$ cat src/hw/rtl/qmn_pkg.sv
// shared constants, payload types and helpers for the quaternion multiply/normalize block
// no dependencies
package qmn_pkg;

    localparam int CW = 16;          // component width, Q2.F
    localparam int F  = CW - 2;      // fraction bits
    localparam int TW = 15;          // threshold register width
    localparam int PW = CW + 4;      // rounded product component, signed
    localparam int QW = CW + 3;      // product magnitude
    localparam int LW = QW + 1;      // length (square root result)
    localparam int SW = 2 * LW;      // sum of squares
    localparam int DW = QW + F;      // division dividend
    localparam int NQ = F + 1;       // quotient bits

    typedef logic signed [CW-1:0] t_comp;
    typedef logic signed [PW-1:0] t_prod;

    typedef struct packed {
        t_comp w;
        t_comp x;
        t_comp y;
        t_comp z;
    } t_quat;

    typedef struct packed {
        t_prod [3:0]  p;
        logic [LW+2:0] rem;
        logic [LW-1:0] root;
        logic [SW-1:0] n;
    } t_sq_pay;

    typedef struct packed {
        logic [LW-1:0] rem;
        logic [NQ-1:0] qb;
    } t_dv_lane;

    typedef struct packed {
        t_dv_lane [3:0] lane;
        t_prod [3:0]    p;
        logic [LW-1:0]  len;
        logic           near;
    } t_dv_pay;

    function automatic logic [QW-1:0] abs_p(input t_prod v);
        logic [PW-1:0] m;
        m = v[PW-1] ? -v : v;
        return m[QW-1:0];
    endfunction

endpackage

$ cat src/hw/rtl/qmn_div_cell.sv
// one restoring division step for all four lanes, one quotient bit per cell
// depends on qmn_pkg
module qmn_div_cell (
    input  logic              i_clk,
    input  logic              i_rst_n,
    input  logic              i_valid,
    output logic              o_ready,
    input  qmn_pkg::t_dv_pay  i_pay,
    output logic              o_valid,
    input  logic              i_ready,
    output qmn_pkg::t_dv_pay  o_pay
);
    import qmn_pkg::*;

    logic    r_v;
    t_dv_pay r_pay;
    t_dv_pay n_pay;
    logic [3:0][LW:0] r_sh;
    logic [3:0][LW:0] diff;
    logic [3:0]       ge;

    assign o_ready = !r_v || i_ready;
    assign o_valid = r_v;
    assign o_pay   = r_pay;

    always_comb begin
        n_pay = i_pay;
        for (int c = 0; c < 4; c++) begin
            r_sh[c] = {i_pay.lane[c].rem, i_pay.lane[c].qb[NQ-1]};
            diff[c] = r_sh[c] - {1'b0, i_pay.len};
            ge[c]   = r_sh[c] >= {1'b0, i_pay.len};
            n_pay.lane[c].rem = ge[c] ? diff[c][LW-1:0] : r_sh[c][LW-1:0];
            n_pay.lane[c].qb  = {i_pay.lane[c].qb[NQ-2:0], ge[c]};
        end
    end

    always_ff @(posedge i_clk) begin
        if (!i_rst_n) begin
            r_v <= 1'b0;
        end else if (o_ready) begin
            r_v <= i_valid;
        end
    end

    always_ff @(posedge i_clk) begin
        if (o_ready && i_valid) r_pay <= n_pay;
    end

endmodule

$ cat config.mk
export PLATFORM = sky130hd
export DESIGN_NAME = qmn_div_cell
export DESIGN_NICKNAME = d
export VERILOG_FILES = /design/src/hw/rtl/qmn_pkg.sv /design/src/hw/rtl/qmn_div_cell.sv
export SDC_FILE = /design/constraint.sdc
export NUM_CORES = 1
export LEC_CHECK = 0
export ABC_CLOCK_PERIOD_IN_PS = 7300
export BUFFER_PORTS_ARGS = -buffer_cell sky130_fd_sc_hd__clkbuf_2
export CORE_MARGIN = 2
export CORE_UTILIZATION = 29
export CTS_CLUSTER_DIAMETER = 60
export DETAILED_ROUTE_END_ITERATION = 12
export GPL_ROUTABILITY_DRIVEN = 0
export PLACE_DENSITY = 0.51
export SYNTH_ARGS = -nofsm -noshare
export SYNTH_HDL_FRONTEND = slang
export SYNTH_SLANG_ARGS = --single-unit
$ cat constraint.sdc
create_clock -name i_clk -period 7.3 [get_ports i_clk]
set_clock_uncertainty 0.15 [all_clocks]
set_input_delay 1.46 -clock i_clk [delete_from_list [all_inputs] [get_ports i_clk]]
set_output_delay 1.46 -clock i_clk [all_outputs]
set_load 0.005 [all_outputs]
==> impl_metrics.ini, run 1 <==
[cts]
clk_pin_slew_worst_paths_ns = 0.06
post_cts_resized = 0
hold_buffers = 0
clock_path_buffers = 3
htreeDepth = 2
cts_setup_buffers = 0
cts_buffers = 35
clkLatencyLatePin_ns = 0.54
cts.sinks = 242
cts-root-buf = clkbuf_16
cts_tree = built

[pwr]
p_comb_share_pct = 19.5
pwr-share-clk_pct = 39.7
p_seq_share_pct = 40.8
power.share.switching_pct = 27.5
p_per_area_mw_per_mm2 = 249
intPower_w = 0.00304
power.switching_w = 0.00116
power.leakage_nw = 7.38
peakVddDrop_mv = 0.150

[worst_setup_path]
cp_data_required_time_ns = 7.42
cp-startpoint = i_pay[2]
startpoint_type = input port
cpPeakStageDelay_ns = 0.81
end_kind = flip-flop
cp.arrival_ns = 4.84
crit_path_cell_trace = clkbuf_2 -> inv_1 -> ha_1 -> nor2b_1 -> o31a_1 -> o22ai_1 -> o21ai_1 -> a21oi_1 -> o21a_1 -> mux2_2
rr_startpoint = o_valid
slowest_stage = o21a_1
worst-path-buf-inv = 2
critPathTopFamily = compound AO/OA/AOI/OAI gates
crit_fanout = 21
critPathKind = input port to flip-flop

[grt]
grt_first_pass_wirelength_um = 65500
grt_max_degree = 120
grt_pass1_vias = 9914
antenna_found_initial = 14
grt.total_usage_pct = 20.2
grt-ovfl-total = 0

[drt]
drc_errors = 0
num_vias = 10100
drt_iter0_drc = 691
avgRoutedWirePerCell_um = 22.8
drt-total-wl_um = 47700
ant_nets = 0
routed_via_density = 4.86
firstDrtPassIters = 5

[yosys]
syn_nets = 1304
synthArstFlopShare_pct = 0
synth_seq_cells = 242
synth_flop_cell = edfxtp_1
yosysWarnings = 0
synth.avg_cell_area_um2 = 13.0
synth.distinct_cells = 69
syn-cell-area_mm2 = 0.0126
ys_seq_area_share_pct = 57.4
synth_cells = 975
synth_edf_count = 241

[timing]
slew_headroom_pct = 32.6
finalSetupTns_ns = 0
fmax_mhz = 212
worstMarginPinSlew_ns = 1.01
report.final.slew_viol_count = 0
final_hold_viol_count = 0
period_minus_slack_ns = 4.71
min_period_over_period_pct = 64.5
worst_slack_ns = 2.59
rsz0062_at_grt = no
setup_viol = 0

[place]
dpl.hpwl_um = 37200
pre_cts_ws_ns = 1.93
placement.io_buffers = 487

[cells_and_area]
post-route-util_pct = 39.1
area_delta_synth_final_pct = 33.4
drive_above_1_share_pct = 41.0
layout_commonest_cell = clkbuf_2
final_cell_mix = 487 x clkbuf_2, 241 x edfxtp_1, 80 x ha_1, 65 x a21oi_1, 58 x inv_1
num-fill-cells = 4245
layout.nets = 1807

[floorplan]
core_mm2 = 0.0431
fp-row-count = 76
dieWidth_um = 213
start_util_pct = 29.3
die_h_um = 213
dieArea_mm2 = 0.0453
boundaryPins = 488

[flow_run]
maxCapViolCount = 0

[run_status]
status = finished, final reports clean

[worst_hold_path]
min_path_type = flip-flop to flip-flop
hold_start = o_valid
-- final cells by class --
cell class                      instances  area [um^2]  share of cell area, %
Antenna cell                            4         10.0                 0.0594
Multi-Input combinational cell        651         5040                   29.9
Inverter                               58          218                   1.29
Timing Repair Buffer                  490         2470                   14.7
Clock buffer                           38          887                   5.26
Clock inverter                         22          245                   1.45
Tap cell                              585          732                   4.34
Sequential cell                       242         7260                   43.0
-- state kept, by name (all words and copies together), names as in the netlist --
register	cells
o_pay	241
o_valid	1
-- final timing paths --
kind,to,slack [ns],depth (start not counted)
min,o_valid,0.43,2
max,o_pay[190],2.59,10
min reg2reg,o_valid,0.43,2
max reg2reg,o_pay[224],4.70,3
-- metrics by stage --
| step | std cells | total power, W | area (um^2) | hold slack (ns) |
|---|---|---|---|---|
| 2_1_floorplan | 975 | 0.00222 | 12600 | 0.386 |
| 3_5_place_dp | 2026 | 0.00256 | 15700 | 0.416 |
| 3_3_place_gp | 2026 | 0.00256 | 15700 | 0.426 |
| 4_1_cts | 2086 | 0.00426 | 16800 | 0.426 |
| 5_1_grt | 2087 | 0.00439 | 16800 | 0.469 |
| 6_report | 2090 | 0.00420 | 16900 | 0.427 |
-- cells in the mapped netlist (all sizes together) (6+ instances only) --
master | count | area (um^2)
nor2 | 49 | 184
a21boi | 6 | 45.0
nand4 | 9 | 56.3
or2 | 6 | 37.5
o211ai | 10 | 75.1
o21ai | 44 | 220
nand2 | 38 | 143
nor2b | 15 | 93.8
and3 | 9 | 56.3
a211o | 7 | 61.3
ha | 80 | 1000
a21o | 27 | 203
inv | 58 | 218
a31oi | 12 | 81.3
a211oi | 8 | 65.1
edfxtp | 241 | 7240
buf | 12 | 80.1
mux2i | 10 | 100
o21a | 17 | 128
a21oi | 65 | 325
xor2 | 18 | 158
nand2b | 9 | 56.3
mux2 | 62 | 736
o31a | 7 | 61.3
nor3 | 10 | 50.1
o21bai | 10 | 75.1
xnor2 | 36 | 315
clkbuf | 12 | 46.3
nand3 | 22 | 115
-- routing by layer --
| layer | track usage (%) | vias up | part of all wire [%] |
|---|---|---|---|
| li1 | - | 4778 | - |
| met4 | 7.26 | 20 | 3.0 |
| met1 | 23.7 | 4870 | 40 |
| met3 | 7.18 | 84 | 8.6 |
| met5 | 0 | - | 0.29 |
| met2 | 34.0 | 397 | 48 |
-- worst reg2reg max path: stages (launching register included) --
cell and delay (ns):
dfxtp_1 0.32, nand2b_1 0.12, and2_4 0.82, buf_4 0.79
-- cells by family (layout without fill, tap and decap cells) --
group / count (synthesis) / count (layout) / share of synthesized area, %
buffers and inverters: 82 / 608 / 2.72
XOR/XNOR: 54 / 54 / 3.74
AND/OR/NAND/NOR: 185 / 185 / 7.23
adder cells (fa/ha/maj): 84 / 84 / 8.56
multiplexers: 72 / 72 / 6.62
flip-flops: 242 / 242 / 57.4
AO/OA/AOI/OAI: 256 / 256 / 13.7
other: 0 / 4 / 0
-- power groups by stage --
stage / Sequential (W) / Clock [W] / Combinational (W)
finish: 0.00172 / 0.00167 / 0.000817
global route: 0.00173 / 0.00177 / 0.000897
CTS: 0.00172 / 0.00172 / 0.000827
detailed placement: 0.00174 / 0 / 0.000820
global placement: 0.00174 / 0 / 0.000816
floorplan: 0.00176 / 0 / 0.000459
(Power assumes the default switching activity.)
==> inputs of run 2 (changes only) <==
--- a/config.mk
+++ b/config.mk
@@ -5,7 +5,7 @@
 export SDC_FILE = /design/constraint.sdc
 export NUM_CORES = 1
 export LEC_CHECK = 0
-export ABC_CLOCK_PERIOD_IN_PS = 7300
+export ABC_CLOCK_PERIOD_IN_PS = 3900
 export BUFFER_PORTS_ARGS = -buffer_cell sky130_fd_sc_hd__clkbuf_2
 export CORE_MARGIN = 2
 export CORE_UTILIZATION = 29
==> constraint.sdc (replaced) <==
create_clock -name i_clk -period 3.9 [get_ports i_clk]
set_clock_uncertainty 0.15 [all_clocks]
set_input_delay 0.78 -clock i_clk [delete_from_list [all_inputs] [get_ports i_clk]]
set_output_delay 0.78 -clock i_clk [all_outputs]
set_load 0.005 [all_outputs]
==> run 2 against run 1 <==
Compared with the run above:
- sequential share of layout area is 0.97 points lower
- die area stayed put
- critical path depth is 1 higher
- critical path type unchanged
- design area is 2.3% higher
- setup slack worse by 1.9 ns
- power is 93% higher
- largest cell class unchanged
- cell count is 1.8% higher
- via count is 0.32% higher
- clock power is 98% higher
- first-iteration DRC count is 9.3% higher
- non-clock buffer count is 29 higher
==> impl_metrics.ini, run 2 (synthesized netlist as in run 1, its figures left out) <==
[cells_and_area]
final_cell_mix = 487 x clkbuf_2, 241 x edfxtp_1, 80 x ha_1, 65 x a21oi_1, 58 x inv_1
layout.nets = 1839
drive_above_1_share_pct = 42.5
area_delta_synth_final_pct = 36.5
post-route-util_pct = 40.0
num-fill-cells = 4280
multi_input_area_mm2 = 0.00504
layout_commonest_cell = clkbuf_2
largest_reg_flops = 241
regArea_mm2 = 0.00726

[floorplan]
dieWidth_um = 213
fp-row-count = 76
dieArea_mm2 = 0.0453
core_mm2 = 0.0431
die_h_um = 213
boundaryPins = 488
start_util_pct = 29.3

[worst_hold_path]
min_path_type = input port to flip-flop
whs_path_depth = 1
hold_start = i_pay[142]
hold_end = o_pay[143]

[timing]
fmax_mhz = 307
rsz0062_at_grt = no
period_minus_slack_ns = 3.26
final_hold_viol_count = 0
hold_slack_ns = 0.263
min_period_over_period_pct = 83.5
worstMarginPinSlew_ns = 0.589
setup_viol = 0
worst_slack_ns = 0.643
slew_headroom_pct = 60.4
finalSetupTns_ns = 0
report.final.slew_viol_count = 0

[grt]
grt_pass1_vias = 10200
grt_max_degree = 53
grt-ovfl-total = 0
antenna_found_initial = 12
grt_first_pass_wirelength_um = 66200
grt.total_usage_pct = 20.4

[drt]
avgRoutedWirePerCell_um = 22.3
drc_errors = 0
firstDrtPassIters = 5
ant_nets = 0
drt-total-wl_um = 47500
num_vias = 10200
drt_iter0_drc = 755
routed_via_density = 4.78

[cts]
clock_path_buffers = 3
cts_tree = built
clkLatencyLatePin_ns = 0.54
post_cts_resized = 0
cts.sinks = 242
hold_buffers = 0
cts-root-buf = clkbuf_16
cts_buffers = 38
htreeDepth = 2
cts_setup_buffers = 0
clk_pin_slew_worst_paths_ns = 0.06

[worst_setup_path]
end_kind = flip-flop
critPathTopFamily = simple AND/OR/NAND/NOR gates
slowest_stage = ha_1
cp_data_required_time_ns = 4.03
rr_endpoint = o_pay[59]
cp.arrival_ns = 3.39
crit_path_cell_trace = clkbuf_2 -> inv_1 -> ha_1 -> nand3_2 -> or3_1 -> nor3_1 -> a2111oi_0 -> a21o_1 -> and2_4 -> buf_4 -> mux2_1
critPathKind = input port to flip-flop
cpPeakStageDelay_ns = 0.52
r2r_slack_ns = 1.97
rr_startpoint = o_valid
ff2ff_path_depth = 3
startpoint_type = input port
crit_fanout = 8
worst-path-buf-inv = 3
cp-startpoint = i_pay[14]

[pwr]
p_per_area_mw_per_mm2 = 469
power.leakage_nw = 7.59
peakVddDrop_mv = 0.286

[place]
placement.io_buffers = 487
pre_cts_ws_ns = 0.0644
dpl.hpwl_um = 37900

[run_status]
status = finished, final reports clean

[flow_run]
maxCapViolCount = 0
[run 2: cell count changes in the layout (fill, tap and decap cells not counted), sizes merged]
cell      before  now
clkbuf       525  528
inv           62   65
bufinv         3    2
clkinv        14   15
clkinvlp       1    3
diode          4    5
buf            3   32
[run 2: final cells by class]
class | instances | share of cell area, %
sequential | 242 | 42.1
clock buffer | 41 | 5.70
tap | 585 | 4.24
inverter | 58 | 1.26
multi-input combinational | 651 | 29.2
antenna | 5 | 0.0725
timing repair buffer | 519 | 16.0
clock inverter | 27 | 1.41
[run 2: per-stage QoR]
step           power, W  instances  instance area, um^2
3_3_place_gp    0.00485       2055                16000
6_report        0.00809       2128                17200
4_1_cts         0.00822       2123                17200
5_1_grt         0.00847       2123                17200
3_5_place_dp    0.00485       2055                16000
2_1_floorplan   0.00415        975                12600
[run 2: routing by layer]
metal  vias up  wire length [um]  global-route usage (%)
met1      4859             18400                    23.4
met2       394             23300                    35.3
met5         -               109                       0
met3        73              4530                    7.59
li1       4839                 -                       -
met4        16              1090                    6.00
[run 2: how the worst max path moves through the flow]
stage,slack (ns),depth (start not counted),end
floorplan,0.67,2,o_pay[0]
global placement,0.15,10,o_pay[130]
detailed placement,0.06,11,o_pay[121]
CTS,0.63,11,o_pay[133]
global route,0.46,11,o_pay[133]
finish,0.64,11,o_pay[133]
[run 2: report_power, final]
group	internal, W	switching, W	total (W)
sequential	0.00315	0.0000660	0.00321
combinational	0.000723	0.000855	0.00158
clock	0.00199	0.00131	0.00330
