--- config.mk ---
export PLATFORM = sky130hd
export DESIGN_NAME = qmn_sqrt_cell
export DESIGN_NICKNAME = d
export VERILOG_FILES = /design/src/hw/rtl/qmn_pkg.sv /design/src/hw/rtl/qmn_sqrt_cell.sv
export SDC_FILE = /design/constraint.sdc
export NUM_CORES = 1
export LEC_CHECK = 0
export BUFFER_PORTS_ARGS = -buffer_cell sky130_fd_sc_hd__buf_2
export CAP_MARGIN = 20
export CORE_MARGIN = 5
export CORE_UTILIZATION = 40
export DETAILED_ROUTE_END_ITERATION = 8
export HOLD_SLACK_MARGIN = 0.08
export PLACE_DENSITY = 0.72
export SLEW_MARGIN = 20
export SYNTH_ARGS = -nofsm -noshare
export SYNTH_HDL_FRONTEND = slang
export SYNTH_SLANG_ARGS = --single-unit
--- constraint.sdc ---
create_clock -name i_clk -period 15.3 [get_ports i_clk]
set_clock_uncertainty 0.1 [all_clocks]
set_input_delay 4.59 -clock i_clk [delete_from_list [all_inputs] [get_ports i_clk]]
set_output_delay 4.59 -clock i_clk [all_outputs]
set_load 0.01 [all_outputs]
--- src/hw/rtl/qmn_pkg.sv ---
// shared constants, payload types and helpers for the quaternion multiply/normalize block
// no dependencies
package qmn_pkg;

    localparam int CW = 16;          // component width, Q2.F
    localparam int F  = CW - 2;      // fraction bits
    localparam int TW = 15;          // threshold register width
    localparam int PW = CW + 4;      // rounded product component, signed
    localparam int QW = CW + 3;      // product magnitude
    localparam int LW = QW + 1;      // length (square root result)
    localparam int SW = 2 * LW;      // sum of squares
    localparam int DW = QW + F;      // division dividend
    localparam int NQ = F + 1;       // quotient bits

    typedef logic signed [CW-1:0] t_comp;
    typedef logic signed [PW-1:0] t_prod;

    typedef struct packed {
        t_comp w;
        t_comp x;
        t_comp y;
        t_comp z;
    } t_quat;

    typedef struct packed {
        t_prod [3:0]  p;
        logic [LW+2:0] rem;
        logic [LW-1:0] root;
        logic [SW-1:0] n;
    } t_sq_pay;

    typedef struct packed {
        logic [LW-1:0] rem;
        logic [NQ-1:0] qb;
    } t_dv_lane;

    typedef struct packed {
        t_dv_lane [3:0] lane;
        t_prod [3:0]    p;
        logic [LW-1:0]  len;
        logic           near;
    } t_dv_pay;

    function automatic logic [QW-1:0] abs_p(input t_prod v);
        logic [PW-1:0] m;
        m = v[PW-1] ? -v : v;
        return m[QW-1:0];
    endfunction

endpackage

--- src/hw/rtl/qmn_sqrt_cell.sv ---
// one step of the digit-by-digit square root, one root bit per cell
// depends on qmn_pkg
module qmn_sqrt_cell (
    input  logic              i_clk,
    input  logic              i_rst_n,
    input  logic              i_valid,
    output logic              o_ready,
    input  qmn_pkg::t_sq_pay  i_pay,
    output logic              o_valid,
    input  logic              i_ready,
    output qmn_pkg::t_sq_pay  o_pay
);
    import qmn_pkg::*;

    logic          r_v;
    t_sq_pay       r_pay;
    t_sq_pay       n_pay;
    logic [LW+2:0] rem_sh;
    logic [LW+2:0] trial;
    logic          ge;

    assign o_ready = !r_v || i_ready;
    assign o_valid = r_v;
    assign o_pay   = r_pay;

    always_comb begin
        rem_sh = {i_pay.rem[LW:0], i_pay.n[SW-1 -: 2]};
        trial  = {1'b0, i_pay.root, 2'b01};
        ge     = rem_sh >= trial;
        n_pay      = i_pay;
        n_pay.rem  = ge ? rem_sh - trial : rem_sh;
        n_pay.root = {i_pay.root[LW-2:0], ge};
        n_pay.n    = {i_pay.n[SW-3:0], 2'b00};
    end

    always_ff @(posedge i_clk) begin
        if (!i_rst_n) begin
            r_v <= 1'b0;
        end else if (o_ready) begin
            r_v <= i_valid;
        end
    end

    always_ff @(posedge i_clk) begin
        if (o_ready && i_valid) r_pay <= n_pay;
    end

endmodule

==> out/qor.yml, run 1 <==
timing:
  layout_setup_ws_ps: 5600
  relSlewSlack: 0.286
  maxClockFrequency_ghz: 0.103
  grt_setup_unrepaired: "no"
  min_period_over_period: 0.634
  worst_pin_slew_ps: 1070
  slew_viol_final: 0
  final.min_clock_period_ps: 9700
  setup_tns_ps: 0
  finalSetupViolations: 0
  final_hold_viol_count: 0
synth:
  yosys_register_bits: 162
  netlist_instances: 399
  average_size_of_a_mapped_cell_um2: 15.9
  synth-edff-count: 161
  synth.lib_cells_used.distinct: 49
  synth-async-reset-ratio: 0
  yosys_warnings: 0
  cell_area_after_synthesis_um2: 6340
  ys_seq_area_frac: 0.765
  synth_flop_cell: "sky130_fd_sc_hd__edfxtp_1"
outcome:
  run_status: "finished, final reports clean"
worst_setup_path:
  critical_path.cell_chain: "buf_2 > nand2b_1 > buf_2"
  timing.critical_path.required_ps: 10610
  setup.worst_path.end_class: "output pin"
  worst_path_dominant_cell_family: "buffers and inverters"
  cp.buffers_inverters: 2
  crit_path_max_incr_delay_ps: 170
  crit_type: "in -> out"
  start_kind: "input port"
  crit_top_cell: "sky130_fd_sc_hd__buf_2"
  worst_ep_arrival_time_ps: 5010
  cp_slowest_cell: "sky130_fd_sc_hd__nand2b_1"
  critical_path_peak_fanout: 3
grt:
  maximum_number_of_pins_on_one_net_before_global_route_repair: 88
  grt_antenna_before_repair: 2
  grt_util_all_layers: 0.193
  grt_pass1_wl_mm: 26.3
  globalRoute.totalOverflow: 0
  vias_in_the_first_global_route: 4533
cts:
  postCtsSetupRepairBufs: 0
  cts_sinks: 162
  cts_hold_repair_buffers: 0
  cts.repair.resized: 0
  clock-root-buffer: "sky130_fd_sc_hd__clkbuf_16"
  ctsHtreeMaxLevel: 4
  cts_tree: "yes"
  cts_buffers: 17
  insertion_delay_ps: 420
  cts.reportedPaths.clkPinSlew_ps: 70
  cts_buffer_depth: 2
power:
  switchingPower_w: 0.000282
  finalPower_w: 0.00108
  power.share.combinational: 0.132
  vdd_ir_drop_max_v: 0.0000742
  power.share.switching: 0.260
  leakagePower_nw: 3.82
  p_int_w: 0.000801
  clkPwrFrac: 0.376
  power_density_nw_per_um2: 123
  power.share.sequential: 0.492
finish:
  final_layout_size_suffix_gt1_frac: 0.486
  layout.cells.most_common: "sky130_fd_sc_hd__buf_2"
  area_delta_synth_final_pct: 38.7
  fill_cells: 1308
  layout.cells.most_common_list: "sky130_fd_sc_hd__buf_2 (327), sky130_fd_sc_hd__edfxtp_1 (161), sky130_fd_sc_hd__nand2_1 (35)"
  design.final.nets: 929
  layout.cell_area.non_filler_um2: 8800
  final_util: 0.560
placed_design:
  placedInstanceArea_um2: 8230
  place_worst_setup_slack_ps: 5600
  dp_hpwl_mm: 14.7
  buffer_ports.inserted: 327
  place.gp.congestion: 0.891
routing:
  wire_length_after_detailed_routing_mm: 18.6
  via_per_inst: 4.75
  detail-route-antenna-nets: 0
  drt_first_iter_violations: 247
  firstDrtPassIters: 4
  via_total_after_detailed_routing: 4609
  drt_drc_violations_left: 0
  drt-wirelength-per-cell_um: 19.2
floorplan:
  io_pins: 332
  placement_row_count: 46
  floorplan.core_area_um2: 15700
  die-width_um: 136
  start_util: 0.404
  die-height_um: 136
  design.die.area_um2: 18500
job:
  drv_cap: 0
min_path:
  type_of_the_tightest_min_delay_check: "reg -> reg"
## layer usage
metal	global-route usage	vias up	share of wire
met5	0	-	0.0014
met1	0.203	2195	0.34
met2	0.349	190	0.54
met4	0.0767	4	0.023
met3	0.0707	30	0.092
li1	-	2190	-
## per-stage QoR
step | hold WS, ps | std cells
after floorplan | 510 | 400
after global placement | 442 | 937
after detailed placement | 485 | 937
after CTS | 498 | 969
after global routing | 547 | 969
final | 491 | 970
## sequential cells by signal, indices dropped and copies added (netlist names)
| register | count |
|---|---|
| o_pay | 161 |
| o_valid | 1 |
## worst min-delay path, stage by stage (launching register included)
cell	delay, ps
sky130_fd_sc_hd__dfxtp_1	320
sky130_fd_sc_hd__nand2b_1	120
sky130_fd_sc_hd__a21boi_0	110
## area by class of cell
class / count / area, µm² / share of cell area
well taps: 216 / 270 / 0.0307
multi-input cells: 202 / 1350 / 0.153
flip-flops and latches: 162 / 4850 / 0.552
repair buffers: 329 / 1650 / 0.188
diodes: 1 / 2.50 / 0.000284
clock buffers: 18 / 429 / 0.0488
inverters: 28 / 105 / 0.0119
clock inverters: 14 / 144 / 0.0163
## Yosys cell counts, types with 2 or more instances
| cell | count | area (µm²) |
|---|---|---|
| sky130_fd_sc_hd__edfxtp_1 | 161 | 4830 |
| sky130_fd_sc_hd__nand2_1 | 35 | 131 |
| sky130_fd_sc_hd__o21ai_0 | 28 | 140 |
| sky130_fd_sc_hd__inv_1 | 27 | 101 |
| sky130_fd_sc_hd__ha_1 | 22 | 275 |
| sky130_fd_sc_hd__a21oi_1 | 19 | 95.1 |
| sky130_fd_sc_hd__nor2_1 | 11 | 41.3 |
| sky130_fd_sc_hd__xor2_1 | 11 | 96.3 |
| sky130_fd_sc_hd__xnor2_1 | 8 | 70.1 |
| sky130_fd_sc_hd__a211oi_1 | 6 | 45.0 |
| sky130_fd_sc_hd__nor3_1 | 6 | 30.0 |
| sky130_fd_sc_hd__and2_1 | 4 | 25.0 |
| sky130_fd_sc_hd__nand3_1 | 4 | 20.0 |
| sky130_fd_sc_hd__buf_2 | 3 | 15.0 |
| sky130_fd_sc_hd__buf_4 | 3 | 22.5 |
| sky130_fd_sc_hd__nand2b_1 | 3 | 18.8 |
| sky130_fd_sc_hd__nand4_1 | 3 | 18.8 |
| sky130_fd_sc_hd__o21a_1 | 3 | 22.5 |
| sky130_fd_sc_hd__o21bai_1 | 3 | 22.5 |
| sky130_fd_sc_hd__o31ai_1 | 3 | 22.5 |
| sky130_fd_sc_hd__a211o_1 | 2 | 17.5 |
| sky130_fd_sc_hd__a21boi_0 | 2 | 15.0 |
| sky130_fd_sc_hd__a21o_1 | 2 | 15.0 |
| sky130_fd_sc_hd__a221o_1 | 2 | 20.0 |
| sky130_fd_sc_hd__and3_1 | 2 | 12.5 |
| sky130_fd_sc_hd__o211ai_1 | 2 | 15.0 |
| sky130_fd_sc_hd__or3_1 | 2 | 12.5 |
## logic make-up after synthesis
family          after synthesis  synth area share
buf+inv                      36            0.0239
simple gates                 79            0.0603
xor+xnor                     19            0.0262
flops                       162             0.765
fa+ha+maj                    22            0.0434
mux                           2           0.00335
other cells                   1          0.000591
compound gates               78            0.0771
## final timing paths
check           from         to  slack, ps  depth (start not counted)
max          i_ready    o_ready       5600                          3
min          o_valid    o_valid        490                          2
max reg2reg  o_valid  o_pay[53]      12530                          3
min reg2reg  o_valid    o_valid        490                          2
## power by group through the flow
stage / Sequential (W) / Combinational (W) / Clock, W
after floorplan: 0.000564 / 0.0000573 / 0
after global placement: 0.000542 / 0.000141 / 0
after detailed placement: 0.000543 / 0.000145 / 0
after CTS: 0.000534 / 0.000145 / 0.000414
after global routing: 0.000535 / 0.000157 / 0.000437
final: 0.000533 / 0.000144 / 0.000407
Note: power is estimated with default switching activity, not from simulation.
==> inputs of run 2 (changes only) <==
--- a/config.mk
+++ b/config.mk
@@ -11,7 +11,7 @@
 export CORE_UTILIZATION = 40
 export DETAILED_ROUTE_END_ITERATION = 8
 export HOLD_SLACK_MARGIN = 0.08
-export PLACE_DENSITY = 0.72
+export PLACE_DENSITY = 0.75
 export SLEW_MARGIN = 20
 export SYNTH_ARGS = -nofsm -noshare
 export SYNTH_HDL_FRONTEND = slang
==> constraint.sdc (replaced) <==
create_clock -name i_clk -period 8.3 [get_ports i_clk]
set_clock_uncertainty 0.1 [all_clocks]
set_input_delay 2.49 -clock i_clk [delete_from_list [all_inputs] [get_ports i_clk]]
set_output_delay 2.49 -clock i_clk [all_outputs]
set_load 0.01 [all_outputs]
==> run 2 against run 1 <==
  * Total power increased by 92%
  * Largest power group unchanged
  * Final area increased by 0.87%
  * Via count decreased by 0.80%
  * Critical endpoint unchanged
  * Register-to-register slack got worse by 6500 ps
  * Critical path depth unchanged
==> out/qor.yml, run 2 (synthesized netlist as in run 1, its figures left out) <==
power:
  power_density_nw_per_um2: 235  # +91%
  p_int_w: 0.00160  # +99%
  switchingPower_w: 0.000489  # +73%
  power.share.sequential: 0.471  # -0.021
  clkPwrFrac: 0.403  # +0.027
  finalPower_w: 0.00209  # +92%
  vdd_ir_drop_max_v: 0.000132  # +78%
  leakagePower_nw: 3.87  # +1.2%
  power.share.combinational: 0.126  # -0.006
  power.share.switching: 0.234  # -0.0260
worst_setup_path:
  start_kind: "input port"
  timing.critical_path.required_ps: 5710  # -4900 ps
  r2r_slack_ps: 6060  # -6470 ps
  critical_path_peak_fanout: 3  # unchanged
  worst_ep_arrival_time_ps: 2910  # -2100 ps
  r2r-start: "o_valid"
  destination_of_the_worst_register_to_register_timing_path: "o_pay[124]"
  timing.reg2reg.worst_path_depth: 3  # unchanged
  setup.worst_path.end_class: "output pin"
  crit_type: "in -> out"
job:
  drv_cap: 0  # unchanged
floorplan:
  io_pins: 332  # unchanged
  floorplan.core_area_um2: 15700  # unchanged
  die-width_um: 136  # unchanged
  placement_row_count: 46  # unchanged
  design.die.area_um2: 18500  # unchanged
  start_util: 0.404  # unchanged
  die-height_um: 136  # unchanged
timing:
  min_period_over_period: 0.663
  relSlewSlack: 0.447  # +0.161
  finalSetupViolations: 0  # unchanged
  grt_setup_unrepaired: "no"
  final_hold_viol_count: 0  # unchanged
  final.min_clock_period_ps: 5500
  slew_viol_final: 0  # unchanged
  setup_tns_ps: 0  # unchanged
  maxClockFrequency_ghz: 0.182
  worst_pin_slew_ps: 829  # -242 ps
grt:
  globalRouteMet1Util: 0.187  # -0.0159
  vias_in_the_first_global_route: 4385  # -3.3%
  globalRoute.totalOverflow: 0  # unchanged
  grt_antenna_before_repair: 4  # +2
  grtUsageMet3: 0.0751  # +0.00444
  grt_pass1_wl_mm: 25.3  # -4.0%
  grt_use_met2: 0.340  # -0.00885
  maximum_number_of_pins_on_one_net_before_global_route_repair: 69  # -22%
  grt-busiest-layer: "met2"
  grt_util_all_layers: 0.187  # -0.00599
outcome:
  run_status: "finished, final reports clean"
cts:
  cts.repair.resized: 0  # unchanged
  cts_sinks: 162  # unchanged
  clock-root-buffer: "sky130_fd_sc_hd__clkbuf_16"
  cts_tree: "yes"
  cts_hold_repair_buffers: 0  # unchanged
  cts_buffer_depth: 2  # unchanged
  cts.reportedPaths.clkPinSlew_ps: 60  # about the same
  postCtsSetupRepairBufs: 0  # unchanged
  ctsHtreeMaxLevel: 4  # unchanged
  insertion_delay_ps: 410  # about the same
  cts_buffers: 17  # unchanged
finish:
  area_delta_synth_final_pct: 39.9
  final_layout_size_suffix_gt1_frac: 0.487  # +0.000682
  finalNonFillerCells: 971  # +0.10%
  final_util: 0.565  # +0.00486
  design.final.nets: 930  # +0.11%
  fill_cells: 1304  # -0.31%
  layout.cell_area.non_filler_um2: 8880  # +0.87%
  layout.cells.most_common: "sky130_fd_sc_hd__buf_2"
  largest_reg_flops: 161  # unchanged
  layout.cells.most_common_list: "sky130_fd_sc_hd__buf_2 (327), sky130_fd_sc_hd__edfxtp_1 (161), sky130_fd_sc_hd__nand2_1 (35)"
routing:
  firstDrtPassIters: 6  # +2
  drt_drc_violations_left: 0  # unchanged
  drt_first_iter_violations: 213  # -14%
  drt-wirelength-per-cell_um: 18.8  # -2.3%
  via_per_inst: 4.71  # -0.90%
  wire_length_after_detailed_routing_mm: 18.2  # -2.2%
  via_total_after_detailed_routing: 4572  # -0.80%
  detail-route-antenna-nets: 0  # unchanged
placed_design:
  dp_hpwl_mm: 14.3  # -2.6%
  buffer_ports.inserted: 327  # unchanged
  place.gp.congestion: 0.902  # +1.2%
  placedInstanceArea_um2: 8230  # about the same
  dpl.cell_count: 938  # +0.11%
min_path:
  whs_endpoint: "o_valid"
  type_of_the_tightest_min_delay_check: "reg -> reg"
  worstHoldStart: "o_valid"
  min_path_cells: 2  # unchanged
run 2: worst max-delay path, stage by stage:
cell	delay (ps)
sky130_fd_sc_hd__buf_2	90
sky130_fd_sc_hd__nand2b_1	170
sky130_fd_sc_hd__buf_2	160
run 2: layer usage:
layer | part of all wire | vias up
li1 | - | 2201
met1 | 0.34 | 2126
met2 | 0.53 | 201
met3 | 0.097 | 38
met4 | 0.034 | 6
met5 | 0.0018 | -
run 2: cell type report:
type	count	area [µm²]	area share
Sequential cell	162	4850	0.547
Timing Repair Buffer	330	1660	0.187
Multi-Input combinational cell	202	1350	0.151
Clock buffer	19	443	0.0499
Tap cell	216	270	0.0304
Clock inverter	13	199	0.0224
Inverter	28	105	0.0118
Antenna cell	1	2.50	0.000282
run 2: power by group through the flow:
stage                     Clock (W)  Sequential (W)  Combinational (W)
after CTS                  0.000858        0.000983           0.000267
after global routing       0.000900        0.000986           0.000287
after detailed placement          0         0.00100           0.000265
final                      0.000840        0.000982           0.000263
after global placement            0        0.000998           0.000260
after floorplan                   0         0.00104           0.000106
run 2: how the worst max path moves through the flow:
stage / startpoint / to / slack, ps / cells past startpoint
6_report: i_ready / o_ready / 2800 / 3
5_1_grt: i_ready / o_ready / 2770 / 3
4_1_cts: i_ready / o_ready / 2800 / 3
3_5_place_dp: i_ready / o_ready / 2800 / 3
3_3_place_gp: i_pay[42] / o_pay[73] / 2810 / 11
2_1_floorplan: i_ready / o_pay[100] / 1270 / 2
run 2: through the flow:
step / setup WS, ps / hold slack (ps)
finish: 2800 / 460
global route: 2770 / 527
CTS: 2800 / 463
detailed placement: 2800 / 450
global placement: 2810 / 412
floorplan: 1270 / 510
